===== src/hdl/u8sd_pkg.sv =====
// Package for the UTF-8 stream decoder: widths, sequence lengths and the decode result type.
package u8sd_pkg;

	localparam int unsigned BYTE_W = 8;
	localparam int unsigned CP_W   = 21;
	localparam int unsigned LEN_W  = 3;
	localparam int unsigned NEED_W = 2;

	// Sequence lengths in bytes
	localparam logic [LEN_W-1:0] LEN_NONE = 3'd0;
	localparam logic [LEN_W-1:0] LEN_ONE  = 3'd1;
	localparam logic [LEN_W-1:0] LEN_TWO  = 3'd2;
	localparam logic [LEN_W-1:0] LEN_THREE = 3'd3;
	localparam logic [LEN_W-1:0] LEN_FOUR = 3'd4;

	// Decoded result of one byte, handed from the core to the output register
	typedef struct packed {
		logic              hit;
		logic [CP_W-1:0]   codepoint;
		logic [LEN_W-1:0]  seq_length;
	} dec_res_t;

endpackage


===== src/hdl/u8sd_in_stage.sv =====
// Input register stage of the UTF-8 stream decoder.
module u8sd_in_stage (
	input  logic                          clk,
	input  logic                          arst_n,
	input  logic                          in_valid,
	input  logic                          in_stall,
	input  logic [u8sd_pkg::BYTE_W-1:0]   byte_in,
	input  logic                          last,
	input  logic                          take,
	output logic                          valid_s1,
	output logic [u8sd_pkg::BYTE_W-1:0]   byte_s1,
	output logic                          last_s1
);

	logic load;

	assign load = in_valid && !in_stall;

	// Stage valid: filled on an accepted transaction, emptied when the core takes it
	always_ff @(posedge clk or negedge arst_n) begin
		if (!arst_n) begin
			valid_s1 <= 1'b0;
		end else if (load) begin
			valid_s1 <= 1'b1;
		end else if (take) begin
			valid_s1 <= 1'b0;
		end
	end

	// Payload
	always_ff @(posedge clk) begin
		if (load) begin
			byte_s1 <= byte_in;
			last_s1 <= last;
		end
	end

endmodule


===== src/hdl/u8sd_core.sv =====
// Decode core: sequence state registers and the per-byte decode logic.
module u8sd_core (
	input  logic                          clk,
	input  logic                          arst_n,
	input  logic                          take,
	input  logic [u8sd_pkg::BYTE_W-1:0]   byte_s1,
	input  logic                          last_s1,
	output u8sd_pkg::dec_res_t            res
);

	logic [u8sd_pkg::CP_W-1:0]   partial_q, partial_d;
	logic [u8sd_pkg::NEED_W-1:0] need_q, need_d, need_dec;
	logic [u8sd_pkg::LEN_W-1:0]  size_q, size_d;
	logic [u8sd_pkg::CP_W-1:0]   shifted;
	logic                        is_cont;

	assign is_cont  = (byte_s1[7:6] == 2'b10);
	assign shifted  = {partial_q[u8sd_pkg::CP_W-7:0], byte_s1[5:0]};
	assign need_dec = need_q - 2'd1;

	// Next state and result for the byte in the input stage
	always_comb begin
		partial_d      = partial_q;
		need_d         = need_q;
		size_d         = size_q;
		res.hit        = 1'b0;
		res.codepoint  = shifted;
		res.seq_length = size_q;
		if (byte_s1 == '0) begin
			// terminator drops anything pending
			partial_d = '0;
			need_d    = '0;
			size_d    = u8sd_pkg::LEN_NONE;
		end else if (need_q != '0 && is_cont) begin
			if (need_dec == '0) begin
				res.hit   = 1'b1;
				partial_d = '0;
				need_d    = '0;
				size_d    = u8sd_pkg::LEN_NONE;
			end else begin
				partial_d = shifted;
				need_d    = need_dec;
			end
		end else begin
			// new lead byte; any pending sequence is abandoned
			partial_d = '0;
			need_d    = '0;
			size_d    = u8sd_pkg::LEN_NONE;
			unique casez (byte_s1)
				8'b0???????: begin
					res.hit        = 1'b1;
					res.codepoint  = {13'd0, byte_s1};
					res.seq_length = u8sd_pkg::LEN_ONE;
				end
				8'b110?????: begin
					partial_d = {16'd0, byte_s1[4:0]};
					need_d    = 2'd1;
					size_d    = u8sd_pkg::LEN_TWO;
				end
				8'b1110????: begin
					partial_d = {17'd0, byte_s1[3:0]};
					need_d    = 2'd2;
					size_d    = u8sd_pkg::LEN_THREE;
				end
				8'b11110???: begin
					partial_d = {18'd0, byte_s1[2:0]};
					need_d    = 2'd3;
					size_d    = u8sd_pkg::LEN_FOUR;
				end
				default: begin
					// stray continuation or F8..FF: dropped
				end
			endcase
		end
		// last byte of a string: nothing stays pending
		if (last_s1 && need_d != '0) begin
			partial_d = '0;
			need_d    = '0;
			size_d    = u8sd_pkg::LEN_NONE;
		end
	end

	// Sequence state
	always_ff @(posedge clk or negedge arst_n) begin
		if (!arst_n) begin
			partial_q <= '0;
			need_q    <= '0;
			size_q    <= u8sd_pkg::LEN_NONE;
		end else if (take) begin
			partial_q <= partial_d;
			need_q    <= need_d;
			size_q    <= size_d;
		end
	end

endmodule


===== src/hdl/utf8_stream_decoder_unit.sv =====
// Top level of the UTF-8 stream decoder: input stage, decode core and result register.
// A byte passes the input stage, then the result register, before its code point shows.
// Throughput: one byte per cycle unless a stalled result holds the input back.
// A byte that completes no sequence is taken but produces no transaction.
// Reset (arst_n low, asynchronous): both stages empty, no sequence pending.
module utf8_stream_decoder_unit (
	input  logic                          clk,
	input  logic                          arst_n,
	input  logic                          in_valid,
	output logic                          in_stall,
	input  logic [u8sd_pkg::BYTE_W-1:0]   byte_in,
	input  logic                          last,
	output logic                          out_valid,
	input  logic                          out_stall,
	output logic [u8sd_pkg::CP_W-1:0]     codepoint,
	output logic [u8sd_pkg::LEN_W-1:0]    seq_length
);

	logic                         valid_s1;
	logic [u8sd_pkg::BYTE_W-1:0]  byte_s1;
	logic                         last_s1;
	logic                         take;
	logic                         valid_s2;
	logic [u8sd_pkg::CP_W-1:0]    cp_s2;
	logic [u8sd_pkg::LEN_W-1:0]   len_s2;
	u8sd_pkg::dec_res_t           res;

	// Stage 1 moves on when the result register is free or being emptied
	assign take     = valid_s1 && (!valid_s2 || !out_stall);
	assign in_stall = valid_s1 && !take;

	u8sd_in_stage u_in (
		.clk      (clk),
		.arst_n   (arst_n),
		.in_valid (in_valid),
		.in_stall (in_stall),
		.byte_in  (byte_in),
		.last     (last),
		.take     (take),
		.valid_s1 (valid_s1),
		.byte_s1  (byte_s1),
		.last_s1  (last_s1)
	);

	u8sd_core u_core (
		.clk     (clk),
		.arst_n  (arst_n),
		.take    (take),
		.byte_s1 (byte_s1),
		.last_s1 (last_s1),
		.res     (res)
	);

	// Result register valid
	always_ff @(posedge clk or negedge arst_n) begin
		if (!arst_n) begin
			valid_s2 <= 1'b0;
		end else if (take) begin
			valid_s2 <= res.hit;
		end else if (!out_stall) begin
			valid_s2 <= 1'b0;
		end
	end

	// Result payload
	always_ff @(posedge clk) begin
		if (take && res.hit) begin
			cp_s2  <= res.codepoint;
			len_s2 <= res.seq_length;
		end
	end

	assign out_valid  = valid_s2;
	assign codepoint  = cp_s2;
	assign seq_length = len_s2;

	// Input side only backs up behind a stalled result
	a_stall_cause: assert property (@(posedge clk) disable iff (!arst_n)
		in_stall |-> (out_valid && out_stall))
		else $error("input stalled without a stalled result");

	// Every result carries a length of one to four bytes
	a_len_range: assert property (@(posedge clk) disable iff (!arst_n)
		out_valid |-> (seq_length != u8sd_pkg::LEN_NONE && seq_length <= u8sd_pkg::LEN_FOUR))
		else $error("result with bad sequence length");

	// Single-byte results are plain ASCII
	a_ascii: assert property (@(posedge clk) disable iff (!arst_n)
		(out_valid && seq_length == u8sd_pkg::LEN_ONE) |-> (codepoint < 21'd128))
		else $error("one-byte result above ASCII range");

	// A terminator byte never produces a result
	a_zero_drop: assert property (@(posedge clk) disable iff (!arst_n)
		(take && byte_s1 == '0) |=> !out_valid)
		else $error("zero byte produced a result");

endmodule


===== config.mk =====
export PLATFORM = sky130hd
export DESIGN_NAME = utf8_stream_decoder_unit
export DESIGN_NICKNAME = d
export VERILOG_FILES = /design/src/hdl/u8sd_pkg.sv /design/src/hdl/u8sd_in_stage.sv /design/src/hdl/u8sd_core.sv /design/src/hdl/utf8_stream_decoder_unit.sv
export SDC_FILE = /design/constraint.sdc
export NUM_CORES = 1
export LEC_CHECK = 0
export ABC_AREA = 1
export BUFFER_PORTS_ARGS = -buffer_cell sky130_fd_sc_hd__buf_2
export CORE_MARGIN = 1
export CORE_UTILIZATION = 56
export DETAILED_ROUTE_END_ITERATION = 8
export PLACE_DENSITY_LB_ADDON = 0.12
export SLEW_MARGIN = 20
export SYNTH_ARGS = -nofsm -noshare
export SYNTH_HDL_FRONTEND = slang
export SYNTH_HIERARCHICAL = 1
export SYNTH_SLANG_ARGS = --single-unit

===== constraint.sdc =====
create_clock -name clk -period 4.3 [get_ports clk]
set_input_delay 0.215 -clock clk [delete_from_list [all_inputs] [get_ports clk]]
set_output_delay 0.215 -clock clk [all_outputs]
set_load 0.02 [all_outputs]

==> metrics.log, run 1 <==
[metrics] commonest cells after routing, fill and taps aside: 39 x nand2_1, 38 x buf_2, 33 x inv_1, 33 x edfxtp_1, 23 x nor2_1
[metrics] all-layer global routing usage: 20.7%
[metrics] synthesis-stage register bit count: 55
[metrics] number of nets still failing antenna checks after routing: 0
[metrics] detailed-router iteration count before antenna repair: 5
[metrics] area added between synthesis and finish: 13.7%
[metrics] startpoint class of the critical path: flip-flop
[metrics] maximum number of pins on one net before global-route repair: 28
[metrics] number of standard cells after synthesis: 214
[metrics] final routed wire length divided by cell count: 13.0 um
[metrics] share of the clock period used by the worst path after layout: 46.0%
[metrics] data arrival time of the critical path: 2.20 ns
[metrics] via count of the first global-routing pass: 1420
[metrics] unrepaired setup endpoints after global routing: false
[metrics] number of nets produced by synthesis: 229
[metrics] type of the most critical hold path: in2reg
[metrics] number of antenna diodes: 0
[metrics] number of filler cells placed in the layout: 294
[metrics] mean cell area of the mapped netlist: 10.7 sq um
[metrics] Vias/cell: 5.14
[metrics] clk_skew: 0.0106 ns
[metrics] vias after detailed routing: 1532
[metrics] met3 wire length: 176 um
[metrics] pre-CTS worst setup slack: 1.96 ns
[metrics] utilization after layout: 68.8%
[metrics] aggregate routed wire length: 3880 um
[metrics] number of buffers inserted by port buffering: 38
[metrics] Max transition margin: 46.1%
[metrics] wire length of the first global-routing pass: 6470 um
[metrics] sequential standard cell area: 0.00154 sq mm
[metrics] number of design rule violations left after detail routing: 0
[metrics] sequential share of power: 52.8%
[metrics] fraction of power spent switching nets: 29.0%
[metrics] capturing element type of the critical path: flip-flop
[metrics] buffer levels on the longest clock path: 2
[metrics] number of clock buffers inserted by TritonCTS: 5
[metrics] library cells used by synthesis: 25
[metrics] IO Count: 39
[metrics] Clock Root Buffer: clkbuf_8
[metrics] later-pin clock latency in the skew report: 0.32 ns
[metrics] minimum clock period: 1.98 ns
[metrics] power spent charging and discharging nets: 0.000360 W
[metrics] clock tree from TritonCTS: yes
[metrics] status: finished clean
[metrics] Worst-Margin Slew: 0.807 ns
[metrics] maximum level of the CTS H-tree: 2
[metrics] Peak supply drop: 252 uV
[metrics] site row count: 22
[metrics] layout net count: 264
[metrics] detailed placement HPWL: 2600 um
[metrics] commonest non-fill, non-tap cell in the layout: nand2_1
[metrics] placer's final routability congestion estimate: 0.815
[metrics] total internal power: 0.000881 W
[metrics] min-delay src: last
[metrics] max-cap viol count: 0
[metrics] horizontal die dimension: 66.1 um
[metrics] topmost layer with routed signal wires: met4
[metrics] r2r startpoint: out_valid
[metrics] initial antenna violation count: 0
[metrics] initial core utilization: 60.5%
[metrics] count of final setup violators: 0
[metrics] ratio of cells with drive above 1 in the final layout: 26.4%
[metrics] die extent in y: 66.1 um
[metrics] Pwr per Cell Area: 474 mW/mm^2
[metrics] multi-input combinational cell area: 549 sq um
[metrics] highest net fanout along the worst path: 27
[metrics] number of gates resized after CTS: 0
[metrics] final max-slew violation count: 0
[metrics] total negative setup slack: 0 ns
[metrics] Final Hold Viols: 0
[metrics] sequential-to-total area share from yosys stat: 67.0%
[metrics] maximum frequency from static timing analysis: 0.506 GHz
[metrics] Crit Path Class: reg2reg
[metrics] synth warn: 6
[metrics] post-synthesis instance area: 0.00230 sq mm
[metrics] iteration-0 DRC count of the detailed router: 106
[metrics] worst path required time: 4.53 ns
[metrics] leak pwr: 1.22 nW
[metrics] part of the total power dissipated in the clock network: 29.2%
[metrics] combinational power share: 18.0%
[metrics] launch point of the critical path: out_valid
[metrics] Routed met2 length: 1920 um
[metrics] core region area: 0.00380 sq mm
[metrics] Clock transition at path regs: 0.09 ns
[metrics] global route overflow: 0
[metrics] # clock sinks: 55
[metrics] overall die area: 0.00437 sq mm
[metrics] detailed-route wire length on metal 1: 1730 um
[metrics] final setup margin: 2.32 ns
-- synthesized netlist by cell type --
| library cell | instances | area share [%] |
|---|---|---|
| nor4_1 | 2 | 0.54 |
| nand2_4 | 1 | 0.49 |
| buf_4 | 6 | 2.0 |
| nand3_1 | 3 | 0.65 |
| inv_2 | 5 | 0.82 |
| inv_1 | 33 | 5.4 |
| a21oi_1 | 1 | 0.22 |
| edfxtp_1 | 33 | 43 |
| nor3_2 | 1 | 0.44 |
| nor2_2 | 2 | 0.54 |
| ha_1 | 2 | 1.1 |
| buf_6 | 1 | 0.49 |
| nand4_1 | 10 | 2.7 |
| dfrtp_1 | 22 | 24 |
| nand3_2 | 1 | 0.44 |
| buf_2 | 2 | 0.44 |
| nor2_1 | 24 | 3.9 |
| nand2_2 | 8 | 2.2 |
| o22ai_1 | 7 | 1.9 |
| buf_1 | 2 | 0.33 |
| or2_1 | 1 | 0.27 |
| nand2_1 | 39 | 6.4 |
| o21ai_1 | 4 | 0.87 |
| o21ai_0 | 3 | 0.65 |
| or2_2 | 1 | 0.27 |
-- registers in the layout, summed over array words and instances (netlist names) --
register,count
codepoint,21
u_core/partial_q,15
u_in/byte_s1,8
seq_length,3
u_core/size_q,3
u_core/need_q,2
out_valid,1
u_in/last_s1,1
u_in/valid_s1,1
-- repair_timing --
action,4_1_cts,5_1_grt
setup buffers,0,0
endpoints found under the setup margin,0,0
hold buffers,1,0
hold endpoints to repair,22,0
-- metrics by stage --
step | cell area, sq um | power [W] | hold WS, ns | std cells
final | 2620 | 0.00124 | 0.0720 | 298
after global routing | 2620 | 0.00129 | 0.0637 | 298
after CTS | 2610 | 0.00124 | 0.0711 | 298
after detailed placement | 2480 | 0.000888 | 0.213 | 289
after global placement | 2480 | 0.000883 | 0.206 | 289
after floorplan | 2300 | 0.000829 | -0.0806 | 214
-- worst paths after layout --
path                                   endpoint  depth (start not counted)  slack, ns
max reg2reg                    u_core/need_q[0]                          6       2.32
min reg2reg                    u_core/size_q[1]                          2       0.49
max                            u_core/need_q[0]                          6       2.32
min in group asynchronous  u_core/partial_q[14]                          2       0.38
min                                u_in/last_s1                          1       0.07
max in group asynchronous  u_core/partial_q[13]                          2       3.57
-- critical path: stages, from the launching register on --
cell     delay (ns)
dfrtp_1        0.40
nand2_2        0.09
nand2_2        0.07
inv_1          0.60
inv_2          0.24
or2_2          0.36
o22ai_1        0.14
-- layout make-up --
cell class / instances / share of cell area, %
Inverter: 38 / 5.45
Multi-Input combinational cell: 110 / 21.0
Tap cell: 48 / 2.30
Clock inverter: 2 / 1.48
Sequential cell: 55 / 58.9
Clock buffer: 6 / 3.16
Timing Repair Buffer: 39 / 7.66
-- layer usage --
layer / GRT usage [%] / vias up
met4: 7.45 / 0
met3: 6.03 / 6
met1: 24.8 / 734
li1: - / 758
met2: 35.5 / 34
met5: 0 / -
-- power by group through the flow --
stage / logic (W) / registers (W) / clock network (W)
6_report: 0.000223 / 0.000655 / 0.000362
2_1_floorplan: 0.000129 / 0.000700 / 0
4_1_cts: 0.000224 / 0.000655 / 0.000363
3_5_place_dp: 0.000222 / 0.000666 / 0
3_3_place_gp: 0.000219 / 0.000664 / 0
5_1_grt: 0.000248 / 0.000662 / 0.000382
-- cells by family (layout without fill, tap and decap cells) --
family          count (synthesis)  after routing  share of synthesized area [%]
compound gates                 15             15                           3.64
flops                          55             55                           67.0
fa+ha+maj                       2              2                           1.09
simple gates                   93             93                           18.8
buf+inv                        49             85                           9.41
Power figures use the tool's default switching activity.
==> inputs of run 2 (changes only) <==
--- a/config.mk
+++ b/config.mk
@@ -8,7 +8,7 @@
 export ABC_AREA = 1
 export BUFFER_PORTS_ARGS = -buffer_cell sky130_fd_sc_hd__buf_2
 export CORE_MARGIN = 1
-export CORE_UTILIZATION = 56
+export CORE_UTILIZATION = 50
 export DETAILED_ROUTE_END_ITERATION = 8
 export PLACE_DENSITY_LB_ADDON = 0.12
 export SLEW_MARGIN = 20
==> constraint.sdc (replaced) <==
create_clock -name clk -period 1.72 [get_ports clk]
set_input_delay 0.086 -clock clk [delete_from_list [all_inputs] [get_ports clk]]
set_output_delay 0.086 -clock clk [all_outputs]
set_load 0.02 [all_outputs]
==> metrics.log, run 2 (synthesis results as in run 1) <==
[metrics] max-cap viol count: 0
[metrics] met3 wire length: 115 um
[metrics] clock tree from TritonCTS: yes
[metrics] final max-slew violation count: 0
[metrics] min-delay src: out_stall
[metrics] # clock sinks: 55
[metrics] vias after detailed routing: 1592
[metrics] capturing element type of the critical path: flip-flop
[metrics] all-layer global routing usage: 17.9%
[metrics] maximum level of the CTS H-tree: 2
[metrics] area added between synthesis and finish: 28.1%
[metrics] commonest non-fill, non-tap cell in the layout: buf_2
[metrics] detailed-router iteration count before antenna repair: 4
[metrics] iteration-0 DRC count of the detailed router: 71
[metrics] data arrival time of the critical path: 1.69 ns
[metrics] die extent in y: 69.8 um
[metrics] global route overflow: 0
[metrics] ratio of cells with drive above 1 in the final layout: 33.6%
[metrics] clk_skew: 0.00767 ns
[metrics] minimum clock period: 1.62 ns
[metrics] commonest cells after routing, fill and taps aside: 38 x buf_2, 36 x nand2_1, 33 x edfxtp_1
[metrics] buffer levels on the longest clock path: 2
[metrics] Critical Path Slowest Stage Cell: edfxtp_1
[metrics] number of buffers inserted by port buffering: 38
[metrics] total negative setup slack: 0 ns
[metrics] via count of the first global-routing pass: 1479
[metrics] Routed met2 length: 2100 um
[metrics] number of design rule violations left after detail routing: 0
[metrics] Peak supply drop: 634 uV
[metrics] Final Hold Viols: 0
[metrics] Crit Path Class: reg2reg
[metrics] worst path required time: 1.79 ns
[metrics] number of clock buffers inserted by TritonCTS: 5
[metrics] unrepaired setup endpoints after global routing: false
[metrics] Worst-Margin Slew: 0.510 ns
[metrics] number of nets still failing antenna checks after routing: 0
[metrics] horizontal die dimension: 69.8 um
[metrics] layout net count: 297
[metrics] Max transition margin: 66.0%
[metrics] aggregate routed wire length: 4080 um
[metrics] maximum number of pins on one net before global-route repair: 23
[metrics] startpoint class of the critical path: flip-flop
[metrics] Vias/cell: 4.75
[metrics] IO Count: 39
[metrics] topmost layer with routed signal wires: met4
[metrics] status: finished clean
[metrics] Largest register FFs: 21
[metrics] Clock Root Buffer: clkbuf_8
[metrics] wire length of the first global-routing pass: 6620 um
[metrics] launch point of the critical path: u_in/byte_s1[1]
[metrics] detailed-route wire length on metal 1: 1800 um
[metrics] leak pwr: 1.38 nW
[metrics] final routed wire length divided by cell count: 12.2 um
[metrics] post-route design area: 0.00295 sq mm
[metrics] initial core utilization: 52.5%
[metrics] overall die area: 0.00487 sq mm
[metrics] delay of the slowest critical-path stage: 0.42 ns
[metrics] highest net fanout along the worst path: 12
[metrics] number of filler cells placed in the layout: 348
[metrics] Pwr per Cell Area: 1060 mW/mm^2
[metrics] initial antenna violation count: 0
[metrics] maximum frequency from static timing analysis: 0.618 GHz
[metrics] core region area: 0.00438 sq mm
[metrics] later-pin clock latency in the skew report: 0.30 ns
[metrics] number of antenna diodes: 0
[metrics] count of final setup violators: 0
[metrics] r2r startpoint: u_in/byte_s1[1]
[metrics] site row count: 24
[metrics] Clock transition at path regs: 0.09 ns
[metrics] final total power: 0.00311 W
[metrics] type of the most critical hold path: in2reg
[metrics] detailed placement HPWL: 2690 um
[metrics] share of the clock period used by the worst path after layout: 94.1%
[metrics] Placement Cell Area: 0.00259 sq mm
[metrics] pre-CTS worst setup slack: -0.187 ns
[metrics] final setup margin: 0.101 ns
[metrics] cell breakdown of the critical path: nor4_1 -> nand2_1 -> nand2_2 -> o21ai_0 -> inv_2 -> nor2_4 -> buf_12
[metrics] placer's final routability congestion estimate: 0.836
[run 2: cell count changes in the layout (fill, tap and decap cells not counted), moves of 2 or more]
cell	change
buf_4	+17
dlygate4sd3_1	+10
buf_12	+3
nand2_1	-3
buf_6	+2
nand2_2	+2
[run 2: metrics by stage]
stage                     hold slack (ns)  utilization, %  cells
final                              0.0338            67.2    335
after global routing               0.0425            67.2    335
after CTS                          0.0246            65.7    331
after detailed placement           0.0904            59.0    306
after global placement             0.0861            59.0    306
after floorplan                    -0.210               -    214
[run 2: metal layers]
layer	global-route usage [%]	vias up
met4	6.00	0
met3	4.36	6
li1	-	824
met1	21.3	732
met2	31.7	30
met5	0	-
[run 2: timing repair]
action                                  in CTS  in global routing
pin swaps                                    3                  5
gates resized for setup                      2                  9
setup buffers                                5                  4
cloned                                       1                  0
hold endpoints to repair                    32                  0
endpoints found under the setup margin      27                 42
hold buffers                                11                  0
[run 2: path summary, 6_finish.rpt]
| check | end | slack, ns | cells past startpoint |
|---|---|---|---|
| max | codepoint[6] | 0.10 | 7 |
| min | out_valid | 0.03 | 3 |
| max reg2reg | codepoint[6] | 0.10 | 7 |
| min reg2reg | u_core/size_q[0] | 0.48 | 2 |
| max in group asynchronous | u_core/size_q[2] | 1.10 | 2 |
| min in group asynchronous | u_core/partial_q[11] | 0.28 | 2 |
[run 2: power by group]
group          switching [W]  total (W)  internal (W)  leakage, nW
Sequential         0.0000604    0.00163       0.00157        0.615
Clock               0.000400   0.000730      0.000330       0.0517
Combinational       0.000461   0.000757      0.000295        0.714
[run 2: worst max-delay path, delay by kind of cell, from the launching register on]
family | cells | cell delay, ns
buffers and inverters | 2 | 0.28
flip-flops | 1 | 0.42
AND/OR/NAND/NOR | 4 | 0.58
AO/OA/AOI/OAI | 1 | 0.09
[run 2: layout make-up]
class,count,area (sq um),share of cell area [%]
repair buffers,71,510,17.3
flip-flops and latches,55,1540,52.3
well taps,52,65.1,2.21
multi-input cells,111,588,20.0
clock inverters,2,15.0,0.510
clock buffers,6,82.6,2.80
inverters,38,143,4.84
==> inputs of run 3 (changes only) <==
--- a/config.mk
+++ b/config.mk
@@ -5,10 +5,9 @@
 export SDC_FILE = /design/constraint.sdc
 export NUM_CORES = 1
 export LEC_CHECK = 0
-export ABC_AREA = 1
 export BUFFER_PORTS_ARGS = -buffer_cell sky130_fd_sc_hd__buf_2
 export CORE_MARGIN = 1
-export CORE_UTILIZATION = 50
+export CORE_UTILIZATION = 49
 export DETAILED_ROUTE_END_ITERATION = 8
 export PLACE_DENSITY_LB_ADDON = 0.12
 export SLEW_MARGIN = 20
==> metrics.log, run 3 <==
[metrics] unrepaired setup endpoints after global routing: true
[metrics] clock tree from TritonCTS: yes
[metrics] all-layer global routing usage: 21.4%
[metrics] power spent charging and discharging nets: 0.00100 W
[metrics] ratio of cells with drive above 1 in the final layout: 46.2%
[metrics] maximum frequency from static timing analysis: 0.494 GHz
[metrics] vias after detailed routing: 1689
[metrics] detailed-route wire length on metal 1: 2290 um
[metrics] die extent in y: 70.3 um
[metrics] Max transition margin: 58.0%
[metrics] area added between synthesis and finish: 37.5%
[metrics] Clock Root Buffer: clkbuf_8
[metrics] number of clock buffers inserted by TritonCTS: 5
[metrics] Synth async-reset ratio: 40.0%
[metrics] startpoint class of the critical path: flip-flop
[metrics] hold slack final: 0.136 ns
[metrics] top post-synthesis cells by count: 33 x edfxtp_1, 22 x dfrtp_1, 22 x nand2_1
[metrics] largest area contributor in the netlist: edfxtp_1
[metrics] Crit Path Class: reg2reg
[metrics] detailed-router iteration count before antenna repair: 4
[metrics] type of the most critical hold path: in2reg
[metrics] detailed placement HPWL: 3120 um
[metrics] Placement Cell Area: 0.00266 sq mm
[metrics] highest net fanout along the worst path: 7
[metrics] Pwr per Cell Area: 1020 mW/mm^2
[metrics] number of nets produced by synthesis: 192
[metrics] number of antenna diodes: 0
[metrics] number of nets still failing antenna checks after routing: 0
[metrics] number of buffers inserted by port buffering: 38
[metrics] count of final setup violators: 40
[metrics] number of design rule violations left after detail routing: 0
[metrics] sequential share of power: 51.1%
[metrics] Clock transition at path regs: 0.09 ns
[metrics] final max-slew violation count: 0
[metrics] horizontal die dimension: 70.3 um
[metrics] post-route design area: 0.00315 sq mm
[metrics] final routed wire length divided by cell count: 16.7 um
[metrics] post-synthesis instance area: 0.00229 sq mm
[metrics] synth warn: 6
[metrics] worst path required time: 1.93 ns
[metrics] Peak supply drop: 595 uV
[metrics] total internal power: 0.00221 W
[metrics] status: finished, violations left
[metrics] final setup margin: -0.304 ns
[metrics] Worst-Margin Slew: 0.629 ns
[metrics] via count of the first global-routing pass: 1641
[metrics] data arrival time of the critical path: 2.23 ns
[metrics] share of the clock period used by the worst path after layout: 118%
[metrics] clk_skew: 0.00909 ns
[metrics] Vias/cell: 5.38
[metrics] # clock sinks: 55
[metrics] commonest non-fill, non-tap cell in the layout: buf_2
[metrics] site row count: 24
[metrics] aggregate routed wire length: 5230 um
[metrics] total negative setup slack: -5.88 ns
[metrics] Routed met2 length: 2630 um
[metrics] most frequent cell after synthesis: edfxtp_1
[metrics] wire length of the first global-routing pass: 7980 um
[metrics] main flop type after synthesis: edfxtp_1
[metrics] minimum clock period: 2.02 ns
[metrics] leak pwr: 1.30 nW
[metrics] global route overflow: 0
[metrics] number of standard cells after synthesis: 177
[metrics] met3 wire length: 235 um
[metrics] capturing element type of the critical path: flip-flop
[metrics] mean cell area of the mapped netlist: 12.9 sq um
[metrics] topmost layer with routed signal wires: met4
[metrics] part of the total power dissipated in the clock network: 21.8%
[metrics] maximum level of the CTS H-tree: 2
[metrics] final total power: 0.00322 W
[metrics] commonest cells after routing, fill and taps aside: 38 x buf_2, 33 x edfxtp_1, 30 x buf_4
[metrics] leading post-synthesis cells by cell area: edfxtp_1 43%, dfrtp_1 24%, o2bb2ai_1 4.6%
[metrics] proportion of netlist area held by the largest area contributor: 43.3%
[metrics] maximum number of pins on one net before global-route repair: 23
[metrics] fraction of power spent switching nets: 31.2%
[metrics] max-cap viol count: 0
[metrics] layout net count: 276
[metrics] combinational power share: 27.0%
[metrics] synthesis-stage register bit count: 55
[metrics] buffer levels on the longest clock path: 2
[metrics] sequential-to-total area share from yosys stat: 67.4%
[metrics] violated checks: negative setup slack
[metrics] iteration-0 DRC count of the detailed router: 105
[metrics] IO Count: 39
[metrics] later-pin clock latency in the skew report: 0.31 ns
[metrics] pre-CTS worst setup slack: -0.302 ns
[metrics] Final Hold Viols: 0
[metrics] number of enable flip-flop cells after synthesis: 33
[metrics] core region area: 0.00441 sq mm
[metrics] Largest register FFs: 21
[metrics] overall die area: 0.00495 sq mm
[metrics] initial antenna violation count: 0
[metrics] library cells used by synthesis: 35
[metrics] placer's final routability congestion estimate: 0.843
[metrics] initial core utilization: 51.8%
==> run 3: final timing paths <==
check / to / cells past startpoint / slack, ns / start
max in group asynchronous: u_core/size_q[0] / 2 / 1.11 / arst_n
max reg2reg: u_core/partial_q[12] / 9 / -0.30 / u_core/need_q[0]
min: out_valid / 3 / 0.14 / out_stall
max: u_core/partial_q[12] / 9 / -0.30 / u_core/need_q[0]
min reg2reg: u_core/partial_q[14] / 1 / 0.49 / u_core/partial_q[14]
min in group asynchronous: u_core/partial_q[13] / 2 / 0.26 / arst_n
==> run 3: power groups by stage <==
| stage | logic (W) | clock network [W] | registers [W] |
|---|---|---|---|
| after CTS | 0.000763 | 0.000722 | 0.00164 |
| after global placement | 0.000648 | 0 | 0.00165 |
| after detailed placement | 0.000662 | 0 | 0.00166 |
| final | 0.000870 | 0.000703 | 0.00164 |
| after floorplan | 0.000315 | 0 | 0.00174 |
| after global routing | 0.000932 | 0.000762 | 0.00166 |
==> run 3: what timing repair did <==
item,CTS,global route
gates cloned,3,0
hold buffers,10,0
pin swaps,11,8
endpoints found under the setup margin,60,62
resized for setup,27,13
hold endpoints to repair,31,0
setup buffers,6,9
==> run 3: layout make-up <==
type	instances	area, sq um
Sequential cell	55	1540
Fill cell	312	1270
Multi-Input combinational cell	101	776
Timing Repair Buffer	88	637
Clock buffer	6	72.6
Tap cell	52	65.1
Inverter	10	37.5
Clock inverter	2	17.5
==> run 3: stage by stage <==
| step | util (%) | cells |
|---|---|---|
| floorplan | - | 177 |
| global placement | 60.2 | 279 |
| detailed placement | 60.2 | 279 |
| CTS | 68.1 | 305 |
| global route | 71.3 | 314 |
| finish | 71.3 | 314 |
==> run 3: layer usage <==
metal	vias up	track usage [%]
met5	-	0
met4	0	7.33
met3	9	5.34
met2	57	34.6
met1	820	28.0
li1	803	-
==> run 3: cells by family (layout without fill, tap and decap cells) <==
group	Yosys count	in the layout	synth area share, %
buf+inv	23	106	5.63
flops	55	55	67.4
compound gates	34	36	10.9
simple gates	62	62	14.5
fa+ha+maj	2	2	1.09
mux	1	1	0.492
==> run 3: worst max-delay path, stage by stage (launching register included) <==
cell and delay [ns]:
dfrtp_1 0.40, inv_2 0.07, ha_4 0.16, buf_4 0.14, or4b_4 0.50, nor2_4 0.11, a211oi_2 0.05, o21ai_2 0.22
buf_6 0.18, o2bb2ai_1 0.08
